[src/rtl/assert_macros.svh]
// ----------------------------------------------------------------------------
// Assertion macros
// Shared concurrent assertion forms used by the decoder RTL.
// ----------------------------------------------------------------------------
`ifndef ASSERT_MACROS_SVH
`define ASSERT_MACROS_SVH

// Same-cycle implication, checked on the rising clock edge outside reset.
`define ASSERT_IMPL(label, clk, rst, ante, cons) \
   label: assert property (@(posedge clk) disable iff (rst) (ante) |-> (cons)) \
      else $error("Same-cycle implication check failed.");

// Next-cycle implication, checked on the rising clock edge outside reset.
`define ASSERT_NEXT(label, clk, rst, ante, cons) \
   label: assert property (@(posedge clk) disable iff (rst) (ante) |=> (cons)) \
      else $error("Next-cycle implication check failed.");

`endif

[src/rtl/rvd_pkg.sv]
// ----------------------------------------------------------------------------
// RV32I decoder package
// Format classes, operation numbers and the decode result structure.
// ----------------------------------------------------------------------------
package rvd_pkg;

   // Instruction format class.
   typedef enum logic [2:0] {
      FMT_R       = 3'd0,
      FMT_I       = 3'd1,
      FMT_S       = 3'd2,
      FMT_B       = 3'd3,
      FMT_U       = 3'd4,
      FMT_J       = 3'd5,
      FMT_UNKNOWN = 3'd6
   } fmt_type;

   // Dense operation number; the values follow the listed order.
   typedef enum logic [5:0] {
      OP_UNKNOWN = 6'd0,
      OP_BAD_LOAD, OP_BAD_STORE, OP_BAD_BRANCH,
      OP_SUB, OP_ADD, OP_SLL, OP_SLT, OP_SLTU, OP_XOR, OP_SRA, OP_SRL,
      OP_OR, OP_AND,
      OP_LB, OP_LH, OP_LW, OP_LBU, OP_LHU,
      OP_ADDI, OP_SLLI, OP_SLTI, OP_SLTIU, OP_XORI, OP_SRAI, OP_SRLI,
      OP_ORI, OP_ANDI, OP_JALR, OP_ECALL, OP_EBREAK,
      OP_SB, OP_SH, OP_SW,
      OP_BEQ, OP_BNE, OP_BLT, OP_BGE, OP_BLTU, OP_BGEU,
      OP_LUI, OP_AUIPC, OP_JAL
   } op_type;

   // Complete decode of one instruction word.
   typedef struct packed {
      logic [6:0]         major_opcode;
      logic [4:0]         dest_reg;
      logic [4:0]         src1_reg;
      logic [4:0]         src2_reg;
      logic [2:0]         func3_field;
      logic [6:0]         func7_field;
      fmt_type            format_class;
      logic signed [31:0] immediate;
      op_type             operation;
   } dec_result_type;

endpackage

[src/rtl/rvd_channels.sv]
// ----------------------------------------------------------------------------
// Decoder channels
// Valid/ready interfaces for instruction requests and decode responses.
// ----------------------------------------------------------------------------

// Request channel: one instruction word per transaction.
interface rvd_req_if;
   logic        valid;
   logic        ready;
   logic [31:0] instr_word;

   modport source (output valid, output instr_word, input ready);
   modport sink   (input valid, input instr_word, output ready);
endinterface

// Response channel: one decoded instruction per transaction.
interface rvd_rsp_if;
   logic               valid;
   logic               ready;
   logic [6:0]         major_opcode;
   logic [4:0]         dest_reg;
   logic [4:0]         src1_reg;
   logic [4:0]         src2_reg;
   logic [2:0]         func3_field;
   logic [6:0]         func7_field;
   logic [2:0]         format_class;
   logic signed [31:0] immediate;
   logic [5:0]         operation;

   modport source (output valid, output major_opcode, output dest_reg,
                   output src1_reg, output src2_reg, output func3_field,
                   output func7_field, output format_class, output immediate,
                   output operation, input ready);
   modport sink   (input valid, input major_opcode, input dest_reg,
                   input src1_reg, input src2_reg, input func3_field,
                   input func7_field, input format_class, input immediate,
                   input operation, output ready);
endinterface

[src/rtl/rvd_decode.sv]
// ----------------------------------------------------------------------------
// RV32I field decoder
// Combinational split of an instruction word into fields, format class,
// immediate and operation number.
// ----------------------------------------------------------------------------
module rvd_decode
   import rvd_pkg::*;
(
   input  logic [31:0]    instr_word,
   output dec_result_type result
);

   // Major opcodes of RV32I.
   localparam logic [6:0] OPC_OP     = 7'h33;
   localparam logic [6:0] OPC_LOAD   = 7'h03;
   localparam logic [6:0] OPC_OP_IMM = 7'h13;
   localparam logic [6:0] OPC_JALR   = 7'h67;
   localparam logic [6:0] OPC_SYSTEM = 7'h73;
   localparam logic [6:0] OPC_STORE  = 7'h23;
   localparam logic [6:0] OPC_BRANCH = 7'h63;
   localparam logic [6:0] OPC_LUI    = 7'h37;
   localparam logic [6:0] OPC_AUIPC  = 7'h17;
   localparam logic [6:0] OPC_JAL    = 7'h6F;
   localparam logic [6:0] FUNCT7_ALT = 7'h20;

   localparam logic [2:0] F3_SL  = 3'd1;
   localparam logic [2:0] F3_SR  = 3'd5;

   // Register-register operation by funct3, with the alternate encodings.
   function automatic op_type r_op(input logic [2:0] f3, input logic alt);
      op_type op;
      case (f3)
         3'd0:    op = alt ? OP_SUB : OP_ADD;
         3'd1:    op = OP_SLL;
         3'd2:    op = OP_SLT;
         3'd3:    op = OP_SLTU;
         3'd4:    op = OP_XOR;
         3'd5:    op = alt ? OP_SRA : OP_SRL;
         3'd6:    op = OP_OR;
         default: op = OP_AND;
      endcase
      return op;
   endfunction

   function automatic op_type load_op(input logic [2:0] f3);
      op_type op;
      case (f3)
         3'd0:    op = OP_LB;
         3'd1:    op = OP_LH;
         3'd2:    op = OP_LW;
         3'd4:    op = OP_LBU;
         3'd5:    op = OP_LHU;
         default: op = OP_BAD_LOAD;
      endcase
      return op;
   endfunction

   function automatic op_type alui_op(input logic [2:0] f3, input logic alt);
      op_type op;
      case (f3)
         3'd0:    op = OP_ADDI;
         3'd1:    op = OP_SLLI;
         3'd2:    op = OP_SLTI;
         3'd3:    op = OP_SLTIU;
         3'd4:    op = OP_XORI;
         3'd5:    op = alt ? OP_SRAI : OP_SRLI;
         3'd6:    op = OP_ORI;
         default: op = OP_ANDI;
      endcase
      return op;
   endfunction

   function automatic op_type store_op(input logic [2:0] f3);
      op_type op;
      case (f3)
         3'd0:    op = OP_SB;
         3'd1:    op = OP_SH;
         3'd2:    op = OP_SW;
         default: op = OP_BAD_STORE;
      endcase
      return op;
   endfunction

   function automatic op_type branch_op(input logic [2:0] f3);
      op_type op;
      case (f3)
         3'd0:    op = OP_BEQ;
         3'd1:    op = OP_BNE;
         3'd4:    op = OP_BLT;
         3'd5:    op = OP_BGE;
         3'd6:    op = OP_BLTU;
         3'd7:    op = OP_BGEU;
         default: op = OP_BAD_BRANCH;
      endcase
      return op;
   endfunction

   logic [6:0]  opc;
   logic [2:0]  f3;
   logic        alt;
   logic [31:0] imm_i;
   logic [31:0] imm_s;
   logic [31:0] imm_b;
   logic [31:0] imm_u;
   logic [31:0] imm_j;
   logic [31:0] shamt;

   // Fixed fields and the candidate immediates of every format.
   assign opc   = instr_word[6:0];
   assign f3    = instr_word[14:12];
   assign alt   = (instr_word[31:25] == FUNCT7_ALT);
   assign imm_i = {{20{instr_word[31]}}, instr_word[31:20]};
   assign imm_s = {{20{instr_word[31]}}, instr_word[31:25], instr_word[11:7]};
   assign imm_b = {{19{instr_word[31]}}, instr_word[31], instr_word[7],
                   instr_word[30:25], instr_word[11:8], 1'b0};
   assign imm_u = {instr_word[31:12], 12'b0};
   assign imm_j = {{11{instr_word[31]}}, instr_word[31], instr_word[19:12],
                   instr_word[20], instr_word[30:21], 1'b0};
   assign shamt = {27'b0, instr_word[24:20]};

   // Opcode classification and operation selection.
   always_comb begin
      result.major_opcode = opc;
      result.dest_reg     = instr_word[11:7];
      result.src1_reg     = instr_word[19:15];
      result.src2_reg     = instr_word[24:20];
      result.func3_field  = f3;
      result.func7_field  = instr_word[31:25];
      result.format_class = FMT_UNKNOWN;
      result.immediate    = '0;
      result.operation    = OP_UNKNOWN;
      case (opc)
         OPC_OP: begin
            result.format_class = FMT_R;
            result.operation    = r_op(f3, alt);
         end
         OPC_LOAD: begin
            result.format_class = FMT_I;
            result.immediate    = imm_i;
            result.operation    = load_op(f3);
         end
         OPC_OP_IMM: begin
            result.format_class = FMT_I;
            // Immediate shifts carry only the shift amount.
            result.immediate    = (f3 == F3_SL || f3 == F3_SR) ? shamt : imm_i;
            result.operation    = alui_op(f3, alt);
         end
         OPC_JALR: begin
            result.format_class = FMT_I;
            result.immediate    = imm_i;
            result.operation    = OP_JALR;
         end
         OPC_SYSTEM: begin
            result.format_class = FMT_I;
            result.immediate    = imm_i;
            result.operation    = (instr_word[31:20] == 12'd0) ? OP_ECALL : OP_EBREAK;
         end
         OPC_STORE: begin
            result.format_class = FMT_S;
            result.immediate    = imm_s;
            result.operation    = store_op(f3);
         end
         OPC_BRANCH: begin
            result.format_class = FMT_B;
            result.immediate    = imm_b;
            result.operation    = branch_op(f3);
         end
         OPC_LUI: begin
            result.format_class = FMT_U;
            result.immediate    = imm_u;
            result.operation    = OP_LUI;
         end
         OPC_AUIPC: begin
            result.format_class = FMT_U;
            result.immediate    = imm_u;
            result.operation    = OP_AUIPC;
         end
         OPC_JAL: begin
            result.format_class = FMT_J;
            result.immediate    = imm_j;
            result.operation    = OP_JAL;
         end
         default: begin
            result.format_class = FMT_UNKNOWN;
         end
      endcase
   end

endmodule

[src/rtl/rv32i_instruction_decoder.sv]
// ----------------------------------------------------------------------------
// RV32I instruction decoder
// Registered decode of one instruction word per transaction.
// ----------------------------------------------------------------------------
// Each request transaction carries one 32-bit RV32I instruction word and
// produces exactly one response transaction with its opcode, register
// numbers, funct3/funct7, format class, sign-extended immediate and a dense
// operation number. The instruction is captured in an input register, decoded
// by a single pass of combinational field logic, and captured in a result
// register; a response is offered once its decode sits in the result register
// and is taken when the response side is ready. One instruction is
// accepted every cycle while the response side keeps up.
// When the response side stalls, the two registers fill and the request
// ready drops; nothing is lost or reordered. The block holds no state beyond
// these two pipeline registers.
module rv32i_instruction_decoder
   import rvd_pkg::*;
(
   input  logic   clock,
   input  logic   reset,
   rvd_req_if.sink   req_chan,
   rvd_rsp_if.source rsp_chan
);

`include "assert_macros.svh"

   logic           in_valid_ff;
   logic           in_valid_in;
   logic [31:0]    instr_ff;
   logic           out_valid_ff;
   logic           out_valid_in;
   dec_result_type result_ff;
   dec_result_type dec_result;
   logic           out_advance;
   logic           in_advance;

   // Stage enables: a stage loads when it is empty or its contents move on.
   assign out_advance    = !out_valid_ff || rsp_chan.ready;
   assign in_advance     = !in_valid_ff || out_advance;
   assign req_chan.ready = in_advance;

   assign in_valid_in  = in_advance ? req_chan.valid : in_valid_ff;
   assign out_valid_in = out_advance ? in_valid_ff : out_valid_ff;

   // Valid flags of both stages.
   always_ff @(posedge clock) begin
      if (reset) begin
         in_valid_ff  <= 1'b0;
         out_valid_ff <= 1'b0;
      end else begin
         in_valid_ff  <= in_valid_in;
         out_valid_ff <= out_valid_in;
      end
   end

   // Input register for the instruction word.
   always_ff @(posedge clock) begin
      if (in_advance) begin
         instr_ff <= req_chan.instr_word;
      end
   end

   rvd_decode u_decode (
      .instr_word (instr_ff),
      .result     (dec_result)
   );

   // Result register.
   always_ff @(posedge clock) begin
      if (out_advance) begin
         result_ff <= dec_result;
      end
   end

   // Response outputs.
   assign rsp_chan.valid        = out_valid_ff;
   assign rsp_chan.major_opcode = result_ff.major_opcode;
   assign rsp_chan.dest_reg     = result_ff.dest_reg;
   assign rsp_chan.src1_reg     = result_ff.src1_reg;
   assign rsp_chan.src2_reg     = result_ff.src2_reg;
   assign rsp_chan.func3_field  = result_ff.func3_field;
   assign rsp_chan.func7_field  = result_ff.func7_field;
   assign rsp_chan.format_class = result_ff.format_class;
   assign rsp_chan.immediate    = result_ff.immediate;
   assign rsp_chan.operation    = result_ff.operation;

   // An accepted request always lands in the input stage.
   `ASSERT_NEXT(a_req_lands, clock, reset, req_chan.valid && req_chan.ready, in_valid_ff)
   // A full input stage moving on always produces a response.
   `ASSERT_NEXT(a_stage_moves, clock, reset, in_valid_ff && out_advance, rsp_chan.valid)
   // An empty input stage never refuses a request.
   `ASSERT_IMPL(a_ready_empty, clock, reset, !in_valid_ff, req_chan.ready)
   // Unknown format and unknown operation always go together.
   `ASSERT_IMPL(a_unknown_pair, clock, reset, rsp_chan.valid,
      (rsp_chan.format_class == FMT_UNKNOWN) == (rsp_chan.operation == OP_UNKNOWN))
   // Register-register instructions carry no immediate.
   `ASSERT_IMPL(a_r_no_imm, clock, reset, rsp_chan.valid && rsp_chan.format_class == FMT_R,
      rsp_chan.immediate == 32'sd0)

endmodule
[src/flat_wrapper.sv]
// flat-port wrapper written by rule: the top's interface ports become plain ports
module rv32i_instruction_decoder_flat import rvd_pkg::*;
  (clock, reset, req_chan_valid, req_chan_instr_word, req_chan_ready, rsp_chan_valid, rsp_chan_major_opcode, rsp_chan_dest_reg, rsp_chan_src1_reg, rsp_chan_src2_reg, rsp_chan_func3_field, rsp_chan_func7_field, rsp_chan_format_class, rsp_chan_immediate, rsp_chan_operation, rsp_chan_ready);
  rvd_req_if req_chan_i ();
  rvd_rsp_if rsp_chan_i ();
  input  logic clock;
  input  logic reset;
  input wire logic [$bits(req_chan_i.valid)-1:0] req_chan_valid;
  input wire logic [$bits(req_chan_i.instr_word)-1:0] req_chan_instr_word;
  output wire logic [$bits(req_chan_i.ready)-1:0] req_chan_ready;
  output wire logic [$bits(rsp_chan_i.valid)-1:0] rsp_chan_valid;
  output wire logic [$bits(rsp_chan_i.major_opcode)-1:0] rsp_chan_major_opcode;
  output wire logic [$bits(rsp_chan_i.dest_reg)-1:0] rsp_chan_dest_reg;
  output wire logic [$bits(rsp_chan_i.src1_reg)-1:0] rsp_chan_src1_reg;
  output wire logic [$bits(rsp_chan_i.src2_reg)-1:0] rsp_chan_src2_reg;
  output wire logic [$bits(rsp_chan_i.func3_field)-1:0] rsp_chan_func3_field;
  output wire logic [$bits(rsp_chan_i.func7_field)-1:0] rsp_chan_func7_field;
  output wire logic [$bits(rsp_chan_i.format_class)-1:0] rsp_chan_format_class;
  output wire logic [$bits(rsp_chan_i.immediate)-1:0] rsp_chan_immediate;
  output wire logic [$bits(rsp_chan_i.operation)-1:0] rsp_chan_operation;
  input wire logic [$bits(rsp_chan_i.ready)-1:0] rsp_chan_ready;
  assign req_chan_i.valid = req_chan_valid;
  assign req_chan_i.instr_word = req_chan_instr_word;
  assign req_chan_ready = req_chan_i.ready;
  assign rsp_chan_valid = rsp_chan_i.valid;
  assign rsp_chan_major_opcode = rsp_chan_i.major_opcode;
  assign rsp_chan_dest_reg = rsp_chan_i.dest_reg;
  assign rsp_chan_src1_reg = rsp_chan_i.src1_reg;
  assign rsp_chan_src2_reg = rsp_chan_i.src2_reg;
  assign rsp_chan_func3_field = rsp_chan_i.func3_field;
  assign rsp_chan_func7_field = rsp_chan_i.func7_field;
  assign rsp_chan_format_class = rsp_chan_i.format_class;
  assign rsp_chan_immediate = rsp_chan_i.immediate;
  assign rsp_chan_operation = rsp_chan_i.operation;
  assign rsp_chan_i.ready = rsp_chan_ready;
  rv32i_instruction_decoder u_core (.clock(clock), .reset(reset), .req_chan(req_chan_i), .rsp_chan(rsp_chan_i));
endmodule
[config.mk]
export PLATFORM = sky130hd
export DESIGN_NAME = rv32i_instruction_decoder_flat
export DESIGN_NICKNAME = d
export VERILOG_FILES = /design/src/rtl/rvd_pkg.sv /design/src/rtl/rvd_channels.sv /design/src/rtl/rvd_decode.sv /design/src/rtl/rv32i_instruction_decoder.sv /design/src/flat_wrapper.sv
export VERILOG_INCLUDE_DIRS = /design/src /design/src/rtl
export SDC_FILE = /design/constraint.sdc
export NUM_CORES = 1
export LEC_CHECK = 0
export ABC_AREA = 1
export BUFFER_PORTS_ARGS = -buffer_cell sky130_fd_sc_hd__buf_2
export CAP_MARGIN = 0
export CORE_UTILIZATION = 28
export CTS_CLUSTER_SIZE = 20
export DETAILED_ROUTE_END_ITERATION = 6
export GPL_TIMING_DRIVEN = 1
export HOLD_SLACK_MARGIN = 0.1
export PLACE_DENSITY = 0.58
export SLEW_MARGIN = 20
export SYNTH_ARGS = -nofsm -noshare
export SYNTH_HDL_FRONTEND = slang
export SYNTH_SLANG_ARGS = --single-unit
[constraint.sdc]
create_clock -name clock -period 2.3 [get_ports clock]
set_clock_uncertainty 0.1 [all_clocks]
set_input_delay 0 -clock clock [delete_from_list [all_inputs] [get_ports clock]]
set_output_delay 0 -clock clock [all_outputs]
set_load 0.05 [all_outputs]
==> impl_metrics.csv, run 1 <==
group,metric,value,unit
status,status,"completed",
logic_synthesis,synthXorXnorAreaFrac,0,
floorplanning,core_area,16600,µm²
finish,antennaDiodeCount,0,
clock_network,clkTransAtPathRegs,0.08,ns
detailed_routing,routedWlPerCell,15.2,µm
logic_synthesis,post-synth-top-area-cell,"edfxtp_1",
logic_synthesis,synth_edf_count,105,
floorplanning,row_count,47,
timing,final_hold_viol_count,0,
timing,setup_viol,0,
critical_path,start_kind,"flop",
global_routing,grt_overflow,0,
power,switchingPower,1270,µW
finish,syn_to_final_growth,31.3,%
clock_network,cts.sinks,107,
timing,timing.final.crit_share,0.911,
power,p_sw_frac,0.285,
logic_synthesis,synthTopCellsByArea,"edfxtp_1 (66%), nand2_1 (9.7%), nand3_1 (9.3%)",
logic_synthesis,syn_area,4740,µm²
logic_synthesis,muxShareOfSynthArea,0,
clock_network,cts_max_path_buffers,2,
clock_network,cts_made_buffers,9,
timing,fmax,0.477,GHz
logic_synthesis,yosysWarnings,0,
critical_path,cp.required,2.29,ns
critical_path,crit_path_end_kind,"flop",
placed_design,placement.cell_area,5590,µm²
logic_synthesis,netlist.area_leader.share,0.665,
detailed_routing,wl_met1,5580,µm
flow_run,maxCapViolCount,0,
detailed_routing,route.detailed.drc,0,
finish,regArea,3190,µm²
logic_synthesis,synth_flop_cell,"edfxtp_1",
min_path,worstHoldStart,"rsp_chan_ready",
power,comb_power_share,0.139,
finish,finalInstanceArea,6230,µm²
global_routing,antenna_found_initial,0,
finish,nNetsFinal,639,
placed_design,hpwl,8670,µm
logic_synthesis,synthSimpleGateAreaFrac,0.273,
detailed_routing,routed_wl,12500,µm
logic_synthesis,yosysSeqAreaShare,0.673,
global_routing,grt_pass1_vias,3709,
logic_synthesis,synth.most_common_cell,"nand2_1",
timing,rsz0062_at_grt,"no",
logic_synthesis,synth-compound-area-share,0.00950,
placed_design,routabilityCongestion,0.873,
detailed_routing,vias_per_cell,4.53,
clock_network,insertion_delay,0.36,ns
detailed_routing,dr.first_iter.drc_count,294,
floorplanning,die_h,132,µm
logic_synthesis,synthArstFlopShare,0,
detailed_routing,first_pass_iters,5,
clock_network,cts_setup_buffers,0,
finish,drive_gt1_frac,0.257,
detailed_routing,wl_met3,685,µm
power,ir_worst_vdd,489,µV
logic_synthesis,synth.top_cells.by_count,"nand2_1 (122), edfxtp_1 (105), nand3_1 (88), nor2_1 (68), inv_1 (23)",
global_routing,grt_pass1_wl,19700,µm
timing,tightest_slew,0.471,ns
critical_path,crit_start,"u_core.instr_ff[6]$_DFFE_PP_",
timing,slew_viol_final,0,
clock_network,cts.htree.levels,3,
critical_path,critical_path.slowest_cell,"edfxtp_1",
floorplanning,die-area,17500,µm²
finish,multiInputGateArea,1370,µm²
floorplanning,initial_core_util,0.286,
logic_synthesis,synth_nets,492,
power,p_int,3180,µW
critical_path,cp.arrival,2.09,ns
logic_synthesis,synth_top_family_by_area,"simple AND/OR/NAND/NOR gates",
floorplanning,num_io_pins,111,
placed_design,portBuffers,110,
critical_path,cp.buffers_inverters,2,
power,seq_power_share,0.529,
floorplanning,die_w,132,µm
logic_synthesis,avgSynthCellArea,10.4,µm²
critical_path,critPathMaxFanout,21,
critical_path,max_stage_delay,0.53,ns
min_path,hold_class,"input pin to flop",
critical_path,r2r_start,"u_core.instr_ff[6]$_DFFE_PP_",
critical_path,worstSetupPathType,"flop to flop",
clock_network,tritoncts,"yes",
timing,timing.hold.ws,0.202,ns
logic_synthesis,synth_seq_cells,107,
global_routing,grt_max_degree,35,
finish,fillers,1647,
global_routing,grt_usage,0.150,
logic_synthesis,synth_fa_ha_area_frac,0,
logic_synthesis,yosysUniqueCellTypes,18,
power,p_per_area,713,nW/µm²
detailed_routing,top_layer,"met4",
power,p_leak,0.00295,µW
timing,fin_crit,2.09,ns
critical_path,crit_path_cell_trace,"inv_2, nor2_8, nand2_2, nand3_2, nand2_1, buf_4, nand3_1",
detailed_routing,num_vias,3754,
logic_synthesis,synthCells,456,
clock_network,cts_root_buf,"clkbuf_16",
detailed_routing,ant_nets,0,
detailed_routing,dr_wl_met2,6080,µm
power,clkPwrFrac,0.333,
timing,relSlewSlack,0.686,
critical_path,critical-path-top-delay-family,"simple AND/OR/NAND/NOR gates",
-- layout make-up --
type                            count  area share
Tap cell                          220      0.0442
Inverter                           27      0.0165
Sequential cell                   107       0.513
Clock buffer                        9      0.0362
Timing Repair Buffer              156       0.162
Multi-Input combinational cell    302       0.220
Clock inverter                      7     0.00924
-- placed cells by master (no fill, tap or decap) --
cell type,instances
dfxtp_1,2
nand3_1,87
nand3_2,2
nand2_2,3
o21ai_0,5
nand2_4,1
nor3_2,1
a21oi_1,4
clkinvlp_4,1
nand3b_1,5
inv_1,23
dlygate4sd3_1,34
nand3_4,1
inv_6,2
nor2_4,4
edfxtp_1,105
buf_2,110
buf_12,2
nor2_1,66
buf_4,10
clkinv_2,3
nand2_1,121
inv_2,3
nor2_2,1
nor2_8,1
clkbuf_16,9
inv_8,2
-- final timing paths --
kind                                                     to  slack, ns  cells past startpoint
setup / recovery    u_core.rsp_chan.immediate[11]$_DFFE_PP_       0.21                      7
hold / removal           u_core.rsp_chan.valid$_SDFFE_PP0P_       0.20                      4
setup reg to reg    u_core.rsp_chan.immediate[11]$_DFFE_PP_       0.21                      7
hold reg to reg   u_core.rsp_chan.major_opcode[0]$_DFFE_PP_       0.35                      0
-- metal layers --
layer,up-vias,track usage
met2,122,0.254
met4,0,0.0562
met3,18,0.0373
met5,-,0
li1,1840,-
met1,1774,0.184
-- power groups by stage --
stage                     Combinational [µW]  Sequential (µW)  Clock (µW)
after floorplan                          116             2670           0
final                                    617             2350        1480
after detailed placement                 573             2390           0
after global placement                   568             2390           0
after global routing                     650             2370        1600
after CTS                                619             2350        1520
-- worst min-delay path, cell delays in order --
cell and delay, ns:
buf_2 0.08, inv_1 0.07, nand2_4 0.35, a21oi_1 0.12
-- per-stage QoR --
step	worst slack [ns]	utilization	std cells	TNS, ns	total power (µW)
2_1_floorplan	0.174	-	456	0	2780
3_3_place_gp	-0.199	0.337	778	-3.24	2960
3_5_place_dp	-0.178	0.337	778	-3.01	2960
4_1_cts	0.00287	0.375	828	0	4490
5_1_grt	0.0502	0.376	828	0	4610
6_report	0.205	0.376	828	0	4440
-- cell families after synthesis --
| logic type | Yosys count |
|---|---|
| DFF | 107 |
| and+or+nand+nor | 293 |
| AOI/OAI and AO/OA | 9 |
| buffers and inverters | 47 |
-- repair_timing --
item	in CTS	in global routing
hold buffers	34	0
setup endpoints to repair	23	21
pin swaps	0	0
endpoints found under the hold margin	34	0
resized for setup	2	3
No activity file was read; power rests on OpenSTA's default activity.
==> inputs of run 2 (changes only) <==
--- a/config.mk
+++ b/config.mk
@@ -15,6 +15,5 @@
 export GPL_TIMING_DRIVEN = 1
 export HOLD_SLACK_MARGIN = 0.1
-export PLACE_DENSITY = 0.58
-export SLEW_MARGIN = 20
+export PLACE_DENSITY = 0.56
 export SYNTH_ARGS = -nofsm -noshare
 export SYNTH_HDL_FRONTEND = slang
==> constraint.sdc (replaced) <==
create_clock -name clock -period 2.65 [get_ports clock]
set_clock_uncertainty 0.1 [all_clocks]
set_input_delay 0.53 -clock clock [delete_from_list [all_inputs] [get_ports clock]]
set_output_delay 0.53 -clock clock [all_outputs]
set_load 0.05 [all_outputs]
==> impl_metrics.csv, run 2 (same netlist as run 1, synthesis figures left out) <==
group,metric,value,unit
finish,final_cell_mix,"nand2_1 (121), buf_2 (110), edfxtp_1 (105)",
clock_network,cts_setup_buffers,0,
timing,slew_viol_final,0,
floorplanning,row_count,47,
finish,fillers,1705,
finish,finalInstanceArea,5900,µm²
clock_network,insertion_delay,0.35,ns
global_routing,gr-usage-met2,0.216,
placed_design,hpwl,8730,µm
detailed_routing,route.detailed.drc,0,
detailed_routing,routed_wl,12300,µm
global_routing,grt_overflow,0,
global_routing,grtUsageMet1,0.196,
timing,rsz0062_at_grt,"no",
placed_design,routabilityCongestion,0.819,
finish,drive_gt1_frac,0.263,
power,ir_worst_vdd,372,µV
global_routing,grt_use_met3,0.0473,
clock_network,cts.htree.levels,3,
power,seq_power_share,0.501,
placed_design,place_ws,0.280,ns
floorplanning,num_io_pins,111,
clock_network,tritoncts,"yes",
flow_run,maxCapViolCount,0,
detailed_routing,ant_nets,0,
floorplanning,core_area,16600,µm²
power,comb_power_share,0.120,
global_routing,antenna_found_initial,3,
clock_network,cts_root_buf,"clkbuf_16",
power,switchingPower,1070,µW
clock_network,post_cts_resized,0,
timing,tightest_slew,1.01,ns
finish,syn_to_final_growth,24.4,%
power,p_per_area,690,nW/µm²
critical_path,worstSetupPathType,"flop to flop",
floorplanning,die_w,132,µm
floorplanning,die-area,17500,µm²
timing,setup_slack,0.243,ns
global_routing,grt_usage,0.146,
timing,relSlewSlack,0.324,
detailed_routing,num_vias,3610,
finish,final_util,0.356,
global_routing,grt_max_degree,40,
finish,layout_commonest_cell,"nand2_1",
timing,fmax,0.416,GHz
power,p_leak,0.00282,µW
finish,nNetsFinal,602,
status,status,"completed",
timing,timing.final.crit_share,0.908,
finish,antennaDiodeCount,0,
floorplanning,die_h,132,µm
timing,final_hold_viol_count,0,
critical_path,cp.arrival,2.37,ns
detailed_routing,dr.first_iter.drc_count,216,
clock_network,clkTransAtPathRegs,0.07,ns
placed_design,placedCellCount,775,
timing,fin_crit,2.41,ns
clock_network,cts.sinks,107,
global_routing,grt_pass1_vias,3470,
detailed_routing,first_pass_iters,4,
clock_network,cts_made_buffers,9,
placed_design,portBuffers,110,
critical_path,crit_path_end_kind,"flop",
global_routing,grt_pass1_wl,19100,µm
power,p_sw_frac,0.264,
power,clkPwrFrac,0.379,
detailed_routing,routedWlPerCell,15.5,µm
critical_path,cp.required,2.61,ns
timing,setup_viol,0,
critical_path,critPathMaxFanout,21,
min_path,hold_class,"input pin to flop",
power,p_int,3000,µW
detailed_routing,vias_per_cell,4.56,
critical_path,start_kind,"flop",
floorplanning,initial_core_util,0.286,
finish,final_cells,791,
critical_path,worst-r2r-setup-slack,0.24,ns
placed_design,placement.cell_area,5550,µm²
global_routing,grt_busiest_layer,"met2",
clock_network,cts_max_path_buffers,2,
timing,tns,0,ns
clock_network,cts_hold_buf,0,
-- run 2: cell types whose count changed in the layout (fill, tap and decap cells not counted), sizes merged --
cell,delta
dlygate4sd3,-34
buf,-3
bufinv,+3
clkinv,-2
clkinvlp,-1
-- run 2: area by class of cell --
cell class | instances | area, µm² | area share
flip-flops and latches | 107 | 3190 | 0.541
clock inverters | 7 | 120 | 0.0204
inverters | 27 | 101 | 0.0172
repair buffers | 119 | 631 | 0.107
multi-input cells | 302 | 1350 | 0.229
clock buffers | 9 | 225 | 0.0382
well taps | 220 | 275 | 0.0467
-- run 2: worst max-delay path, stage by stage (launching register included) --
cell	delay, ns
edfxtp_1	0.54
inv_2	0.19
nor2_8	0.10
nand2_2	0.10
nand3_2	0.28
nand2_1	0.60
nand3_1	0.19
-- run 2: final timing paths --
| kind | endpoint | depth (start not counted) | from |
|---|---|---|---|
| worst max register to register | u_core.rsp_chan.immediate[22]$_DFFE_PP_ | 6 | u_core.instr_ff[6]$_DFFE_PP_ |
| worst min register to register | u_core.rsp_chan.major_opcode[1]$_DFFE_PP_ | 0 | u_core.instr_ff[1]$_DFFE_PP_ |
| worst min-delay path | u_core.in_valid_ff$_SDFFE_PP0P_ | 2 | reset |
| worst max-delay path | u_core.rsp_chan.immediate[22]$_DFFE_PP_ | 6 | u_core.instr_ff[6]$_DFFE_PP_ |
-- run 2: power by group through the flow --
stage	Clock (µW)	Sequential, µW	Combinational [µW]
floorplan	0	2320	101
global placement	0	2080	490
detailed placement	0	2080	491
CTS	1580	2040	492
global route	1650	2050	516
finish	1540	2040	490
-- run 2: layer usage --
layer	vias to the layer above	share of wire
li1	1767	-
met1	1697	0.48
met2	121	0.43
met3	21	0.066
met4	4	0.018
met5	-	0.0018
-- run 2: per-stage QoR --
| step | hold WS [ns] | power, µW |
|---|---|---|
| floorplan | 0.321 | 2420 |
| global placement | 0.331 | 2570 |
| detailed placement | 0.340 | 2570 |
| CTS | 0.228 | 4110 |
| global route | 0.223 | 4220 |
| finish | 0.240 | 4070 |
